[src/rtl/mat_pkg.sv]
// Shared types and constants for the multi-alarm timeout timer.
package mat_pkg;

  localparam int NUM_SLOTS_DEF = 8;
  localparam int TIME_W        = 32;
  localparam int TIMEOUT_W     = 16;
  localparam int OPCODE_W      = 2;
  localparam int INDEX_W       = 3;
  localparam int IDX_EXT_W     = 7;

  localparam logic [TIMEOUT_W-1:0] TIMEOUT_RESET = 16'd10;

  localparam logic [OPCODE_W-1:0] OP_TICK   = 2'd0;
  localparam logic [OPCODE_W-1:0] OP_ARM    = 2'd1;
  localparam logic [OPCODE_W-1:0] OP_CANCEL = 2'd2;

  typedef struct packed {
    logic [INDEX_W-1:0] fired_index;
    logic               last_fired;
  } emit_t;

endpackage

[src/rtl/mat_slot_ram.sv]
// Deadline store: one write port, one read port with registered read data.
module mat_slot_ram import mat_pkg::*; #(
  parameter int DEPTH = NUM_SLOTS_DEF,
  parameter int AW    = (DEPTH > 1) ? $clog2(DEPTH) : 1
) (
  input  logic              clk,
  input  logic              we,
  input  logic [AW-1:0]     waddr,
  input  logic [TIME_W-1:0] wdata,
  input  logic              re,
  input  logic [AW-1:0]     raddr,
  output logic [TIME_W-1:0] rdata
);

  logic [TIME_W-1:0] mem [DEPTH];

  always_ff @(posedge clk) begin
    if (we) begin
      mem[waddr] <= wdata;
    end
  end

  always_ff @(posedge clk) begin
    if (re) begin
      rdata <= mem[raddr];
    end
  end

endmodule

[src/rtl/mat_ctrl.sv]
// Request decode, time counter, active flags and slot scan sequencer.
module mat_ctrl import mat_pkg::*; #(
  parameter int NUM_SLOTS = NUM_SLOTS_DEF,
  parameter int SW        = (NUM_SLOTS > 1) ? $clog2(NUM_SLOTS) : 1
) (
  input  logic                 clk,
  input  logic                 rst,
  input  logic                 req_valid,
  output logic                 req_ready,
  input  logic [OPCODE_W-1:0]  opcode,
  input  logic [INDEX_W-1:0]   alarm_index,
  input  logic [TIMEOUT_W-1:0] timeout_ticks,
  output logic                 emit_valid,
  input  logic                 emit_ready,
  output emit_t                emit
);

  localparam logic [1:0] ST_IDLE  = 2'd0;
  localparam logic [1:0] ST_READ  = 2'd1;
  localparam logic [1:0] ST_EVAL  = 2'd2;
  localparam logic [1:0] ST_FLUSH = 2'd3;

  localparam logic [SW-1:0]        LAST_SLOT = SW'(NUM_SLOTS - 1);
  localparam logic [IDX_EXT_W-1:0] SLOTS_EXT = IDX_EXT_W'(NUM_SLOTS);

  logic [1:0]           state;
  logic [TIME_W-1:0]    cur_time;
  logic [NUM_SLOTS-1:0] active;
  logic [SW-1:0]        scan_idx;
  logic [SW-1:0]        pend_idx;
  logic                 pend_valid;

  logic                 accept;
  logic [IDX_EXT_W-1:0] idx_ext;
  logic [SW-1:0]        req_slot;
  logic                 idx_ok;
  logic                 ram_we;
  logic [TIME_W-1:0]    ram_wdata;
  logic                 ram_re;
  logic [SW-1:0]        ram_raddr;
  logic [TIME_W-1:0]    ram_rdata;
  logic [TIME_W-1:0]    diff;
  logic                 due;
  logic                 advance;
  logic [IDX_EXT_W-1:0] pend_ext;

  assign req_ready = (state == ST_IDLE);
  assign accept    = req_valid && req_ready;
  assign idx_ext   = IDX_EXT_W'(alarm_index);
  assign req_slot  = idx_ext[SW-1:0];
  assign idx_ok    = (idx_ext < SLOTS_EXT);

  assign ram_we    = accept && (opcode == OP_ARM) && idx_ok;
  assign ram_wdata = cur_time + TIME_W'(timeout_ticks);

  assign diff    = cur_time - ram_rdata;
  assign due     = active[scan_idx] && !diff[TIME_W-1];
  assign advance = !(due && pend_valid) || emit_ready;

  assign ram_re    = (state == ST_READ) ||
                     ((state == ST_EVAL) && advance && (scan_idx != LAST_SLOT));
  assign ram_raddr = (state == ST_READ) ? scan_idx : scan_idx + SW'(1);

  assign pend_ext         = IDX_EXT_W'(pend_idx);
  assign emit.fired_index = pend_ext[INDEX_W-1:0];
  assign emit.last_fired  = (state == ST_FLUSH);
  assign emit_valid       = pend_valid &&
                            (((state == ST_EVAL) && due) || (state == ST_FLUSH));

  mat_slot_ram #(
    .DEPTH (NUM_SLOTS),
    .AW    (SW)
  ) u_ram (
    .clk   (clk),
    .we    (ram_we),
    .waddr (req_slot),
    .wdata (ram_wdata),
    .re    (ram_re),
    .raddr (ram_raddr),
    .rdata (ram_rdata)
  );

  always_ff @(posedge clk) begin
    if (rst) begin
      state      <= ST_IDLE;
      cur_time   <= '0;
      active     <= '0;
      scan_idx   <= '0;
      pend_valid <= 1'b0;
    end else begin
      unique case (state)
        ST_IDLE: begin
          if (accept) begin
            if (opcode == OP_TICK) begin
              cur_time   <= cur_time + TIME_W'(1);
              scan_idx   <= '0;
              pend_valid <= 1'b0;
              state      <= ST_READ;
            end else if (idx_ok && (opcode == OP_ARM)) begin
              active[req_slot] <= 1'b1;
            end else if (idx_ok && (opcode == OP_CANCEL)) begin
              active[req_slot] <= 1'b0;
            end
          end
        end
        ST_READ: begin
          state <= ST_EVAL;
        end
        ST_EVAL: begin
          if (advance) begin
            if (due) begin
              active[scan_idx] <= 1'b0;
              pend_idx         <= scan_idx;
              pend_valid       <= 1'b1;
            end
            if (scan_idx == LAST_SLOT) begin
              state <= ST_FLUSH;
            end else begin
              scan_idx <= scan_idx + SW'(1);
            end
          end
        end
        ST_FLUSH: begin
          if (!pend_valid || emit_ready) begin
            pend_valid <= 1'b0;
            state      <= ST_IDLE;
          end
        end
        default: state <= ST_IDLE;
      endcase
    end
  end

endmodule

[src/rtl/multi_alarm_timeout_timer.sv]
// Top level of the multi-alarm timeout timer: config register and output stage.
//
//   channel   direction  signals                         payload
//   s_axis    in         s_tvalid s_tready s_tdata s_tuser  alarm_index / opcode
//   cfg       in         cfg_valid cfg_ready cfg_data    timeout_ticks
//   m_axis    out        m_tvalid m_tready m_tdata m_tlast  fired_index / last_fired
//
// Arm and cancel complete on acceptance. A tick is accepted, then reads the first
// deadline, checks each slot in turn and flushes the last result; output stalls can hold it.
// The scan rate is set by the single read port of the deadline memory.
// Reset clears time and active flags at once; deadlines are masked by the flags.
// A full output stage holds the scan until m_tready; the output register lets
// the next request in while a result waits.
module multi_alarm_timeout_timer import mat_pkg::*; #(
  parameter int NUM_SLOTS = NUM_SLOTS_DEF
) (
  input  logic                 clk,
  input  logic                 rst,
  input  logic                 s_tvalid,
  output logic                 s_tready,
  input  logic [7:0]           s_tdata,   // [2:0] alarm_index, [7:3] zero
  input  logic [OPCODE_W-1:0]  s_tuser,   // [1:0] opcode
  output logic                 m_tvalid,
  input  logic                 m_tready,
  output logic [7:0]           m_tdata,   // [2:0] fired_index, [7:3] zero
  output logic                 m_tlast,
  input  logic                 cfg_valid,
  output logic                 cfg_ready,
  input  logic [TIMEOUT_W-1:0] cfg_data
);

  logic [TIMEOUT_W-1:0] timeout_ticks;
  logic                 emit_valid;
  logic                 emit_ready;
  emit_t                emit;
  logic [INDEX_W-1:0]   out_index;

  assign cfg_ready = 1'b1;

  always_ff @(posedge clk) begin
    if (rst) begin
      timeout_ticks <= TIMEOUT_RESET;
    end else if (cfg_valid && cfg_ready) begin
      timeout_ticks <= cfg_data;
    end
  end

  mat_ctrl #(
    .NUM_SLOTS (NUM_SLOTS)
  ) u_ctrl (
    .clk           (clk),
    .rst           (rst),
    .req_valid     (s_tvalid),
    .req_ready     (s_tready),
    .opcode        (s_tuser),
    .alarm_index   (s_tdata[INDEX_W-1:0]),
    .timeout_ticks (timeout_ticks),
    .emit_valid    (emit_valid),
    .emit_ready    (emit_ready),
    .emit          (emit)
  );

  assign emit_ready = !m_tvalid || m_tready;

  always_ff @(posedge clk) begin
    if (rst) begin
      m_tvalid <= 1'b0;
    end else if (emit_ready) begin
      m_tvalid <= emit_valid;
    end
  end

  always_ff @(posedge clk) begin
    if (emit_ready && emit_valid) begin
      out_index <= emit.fired_index;
      m_tlast   <= emit.last_fired;
    end
  end

  assign m_tdata = {5'd0, out_index};

endmodule
[config.mk]
export PLATFORM = sky130hd
export DESIGN_NAME = multi_alarm_timeout_timer
export DESIGN_NICKNAME = d
export VERILOG_FILES = /design/src/rtl/mat_pkg.sv /design/src/rtl/mat_slot_ram.sv /design/src/rtl/mat_ctrl.sv /design/src/rtl/multi_alarm_timeout_timer.sv
export SDC_FILE = /design/constraint.sdc
export NUM_CORES = 1
export LEC_CHECK = 0
export ABC_AREA = 1
export BUFFER_PORTS_ARGS = -buffer_cell sky130_fd_sc_hd__buf_2
export CORE_MARGIN = 2
export CORE_UTILIZATION = 55
export CTS_BUF_LIST = sky130_fd_sc_hd__clkbuf_8
export DETAILED_ROUTE_END_ITERATION = 12
export PLACE_DENSITY = 0.79
export SLEW_MARGIN = 5
export SYNTH_ARGS = -nofsm -noshare
export SYNTH_HDL_FRONTEND = slang
export SYNTH_SLANG_ARGS = --single-unit
export TNS_END_PERCENT = 50
[constraint.sdc]
create_clock -name clk -period 5 [get_ports clk]
set_clock_uncertainty 0.15 [all_clocks]
set_input_delay 1 -clock clk [delete_from_list [all_inputs] [get_ports clk]]
set_output_delay 1 -clock clk [all_outputs]
set_load 0.02 [all_outputs]
==> run_results.csv <==
group,metric,value,unit
outcome,status,"completed",
clock_tree,clock_latency,0.60,ns
synth,seq_area_frac_synth,0.622,
critical_path,slowest_delay,0.51,ns
clock_tree,cts_root_buffer,"clkbuf_8",
critical_path,cp_max_fo,8,
drt,drcViolationCount,0,
synth,async_flop_share,0,
synth,synth_cell_types,46,
clock_tree,numClockSinks,358,
drt,routed_wirelength,35600,um
timing,clock.fmax,0.301,GHz
drt,antenna_left,0,
min_path,min_path_type,"reg2reg",
timing,fin_crit,3.33,ns
synth,synth.cell_area,0.0163,mm2
timing,slew_viol_final,0,
timing,hold_viol_final,0,
synth,synth_edf_count,295,
drt,drtIter0Drc,1124,
grt,grt_max_degree,85,
layout,num_antenna_cells,0,
power_and_ir_drop,irDropWorstVdd,0.451,mV
grt,grt_overflow,0,
place,place_ws,1.51,ns
synth,avgSynthCellArea,10.6,um2
power_and_ir_drop,powerDensity,517,mW/mm2
place,gp_congestion,0.903,
timing,relSlewSlack,0.231,
critical_path,cp-end-kind,"flop",
synth,syn_inst,1533,
clock_tree,clockBufferDepth,3,
critical_path,worstSetupPathType,"reg2reg",
layout,syn2layout_area_growth,10.2,%
critical_path,cp_cell_sequence,"ha_1 > inv_1 > fa_1 > o21ai_1 > a21oi_1 > o21ai_1 > nand3_1 > nand2_1 > nand2_1 > nor2_1 > xor2_1",
drt,via_per_inst,5.70,
clock_tree,htree_levels,2,
clock_tree,cts_tree,"yes",
floorplanning,rows,62,
critical_path,crit_path_top_delay_cell,"xor2_1",
grt,grt_usage,0.232,
place,numPortBuffers,31,
timing,finalSetupTns,0,ns
synth,ys.flop_type,"edfxtp_1",
synth,synth-seq-cells,358,
power_and_ir_drop,power,9270,uW
run,max_cap_viol_count,0,
grt,antenna_found_initial,0,
floorplanning,ios,43,
clock_tree,cts_resized,0,
timing,finalSetupViolations,0,
layout,num-nets-final,1661,
clock_tree,cts_setup_buffers,0,
drt,first_pass_iters,7,
power_and_ir_drop,power_leakage,0.00706,uW
critical_path,cp.arrival,3.49,ns
drt,vias,11400,
timing,tightestPinTransition,1.15,ns
critical_path,crit_required,5.17,ns
floorplanning,die_area,0.0310,mm2
floorplanning,die_w,176,um
timing,timing.hold.ws,0.272,ns
grt,grt_pass1_wl,56500,um
clock_tree,clk_pin_slew,0.06,ns
clock_tree,ctsHoldBuffers,0,
timing,grt_setup_unrepaired,"false",
drt,wl_per_cell,17.8,um
grt,grt_pass1_vias,11100,
timing,fin_crit_sh,0.665,
floorplanning,core_area,0.0289,mm2
layout,final_common_cell,"edfxtp_1",
synth,yosysWarnings,0,
place,hpwlAfterDp,21300,um
critical_path,cp-start-kind,"flop",
clock_tree,cts_buffers,54,
layout,drive_gt1_frac,0.0934,
layout,fin_util,0.620,
timing,setup_slack,1.67,ns
layout,final_cell_mix,"edfxtp_1 (295), nor2_1 (197), nand2_1 (171)",
floorplanning,start_util,0.562,
floorplanning,fp.dieH,176,um
[cells by family after synthesis]
family / Yosys count / synth area share
AOI/OAI and AO/OA: 377 / 0.136
xor gates and xnor gates: 34 / 0.0183
adders and majority gates: 56 / 0.0435
buffers and inverters: 219 / 0.0524
DFF: 358 / 0.622
other: 2 / 0.000462
and+or+nand+nor: 487 / 0.127
[final timing paths]
kind                                         from  slack [ns]                                end  cells past startpoint
setup / recovery  u_ctrl.cur_time[0]$_SDFFE_PP0P_        1.67  u_ctrl.u_ram.mem[3][22]$_DFFE_PP_                     11
hold reg to reg      u_ctrl.pend_idx[1]$_DFFE_PP_        0.27             out_index[1]$_DFFE_PP_                      0
hold / removal       u_ctrl.pend_idx[1]$_DFFE_PP_        0.27             out_index[1]$_DFFE_PP_                      0
setup reg to reg  u_ctrl.cur_time[0]$_SDFFE_PP0P_        1.67  u_ctrl.u_ram.mem[3][22]$_DFFE_PP_                     11
[report_power, final]
part           internal, uW  switching [uW]
combinational          1080            2170
sequential             3590            87.8
clock                  1230            1110
total                  5900            3380
[state kept, by name (all words and copies together), names as in the netlist, named ones only]
register and cells:
u_ctrl.pend_idx 3, timeout_ticks 16, u_ctrl.u_ram.mem 256, u_ctrl.scan_idx 3, u_ctrl.pend_valid 1, m_tlast 1, u_ctrl.cur_time 32, u_ctrl.u_ram.rdata 32
u_ctrl.state 2, out_index 3, m_tvalid 1
[routing by layer]
layer,global-route usage,part of all wire,up-vias
li1,-,-,5453
met1,0.316,0.43,5429
met2,0.385,0.48,437
met3,0.0312,0.068,80
met4,0.0840,0.027,0
met5,0,0,-
[critical path: cells and delay by family (launching register included)]
| kind | cells | cell delay, ns |
|---|---|---|
| AO/OA/AOI/OAI | 3 | 0.70 |
| AND/OR/NAND/NOR | 4 | 0.65 |
| XOR/XNOR | 1 | 0.51 |
| adder cells (fa/ha/maj) | 2 | 0.59 |
| flip-flops | 1 | 0.38 |
| buffers and inverters | 1 | 0.06 |
[per-stage QoR]
stage / std cells / cell area (um2)
floorplan: 1537 / 16300
global placement: 1902 / 16900
detailed placement: 1902 / 16900
CTS: 2001 / 17900
global route: 2001 / 17900
finish: 2001 / 17900
[synthesized netlist by cell type (2+ instances only)]
cell type / count / area, um2
edfxtp_1: 295 / 8860
nor2_1: 205 / 769
nand2_1: 172 / 646
o21ai_0: 166 / 831
inv_1: 151 / 567
o21bai_1: 64 / 480
dfxtp_1: 63 / 1260
a21oi_1: 55 / 275
clkbuf_1: 55 / 206
ha_1: 55 / 688
nor3_1: 38 / 190
nand3_1: 34 / 170
a31oi_1: 33 / 206
o22ai_1: 33 / 206
xor2_1: 26 / 228
nand4_1: 17 / 106
xnor2_1: 8 / 70.1
buf_4: 7 / 52.6
nor2_4: 5 / 56.3
o21a_1: 4 / 30.0
a211oi_1: 3 / 22.5
a21o_1: 3 / 22.5
buf_2: 3 / 15.0
nand2_2: 3 / 18.8
nor4_1: 3 / 18.8
o21ai_1: 3 / 15.0
o32a_1: 3 / 30.0
o32ai_1: 3 / 26.3
a32oi_1: 2 / 17.5
conb_1: 2 / 7.51
nand2_4: 2 / 22.5
nand3_2: 2 / 20.0
or2_2: 2 / 12.5
[layout make-up]
| type | instances | area (um2) |
|---|---|---|
| fill | 2247 | 11000 |
| sequential | 358 | 10100 |
| multi-input combinational | 960 | 5400 |
| clock buffer | 58 | 798 |
| inverter | 153 | 574 |
| tap | 384 | 480 |
| timing repair buffer | 47 | 300 |
| clock inverter | 41 | 259 |
Note: power is estimated with default switching activity, not from simulation.
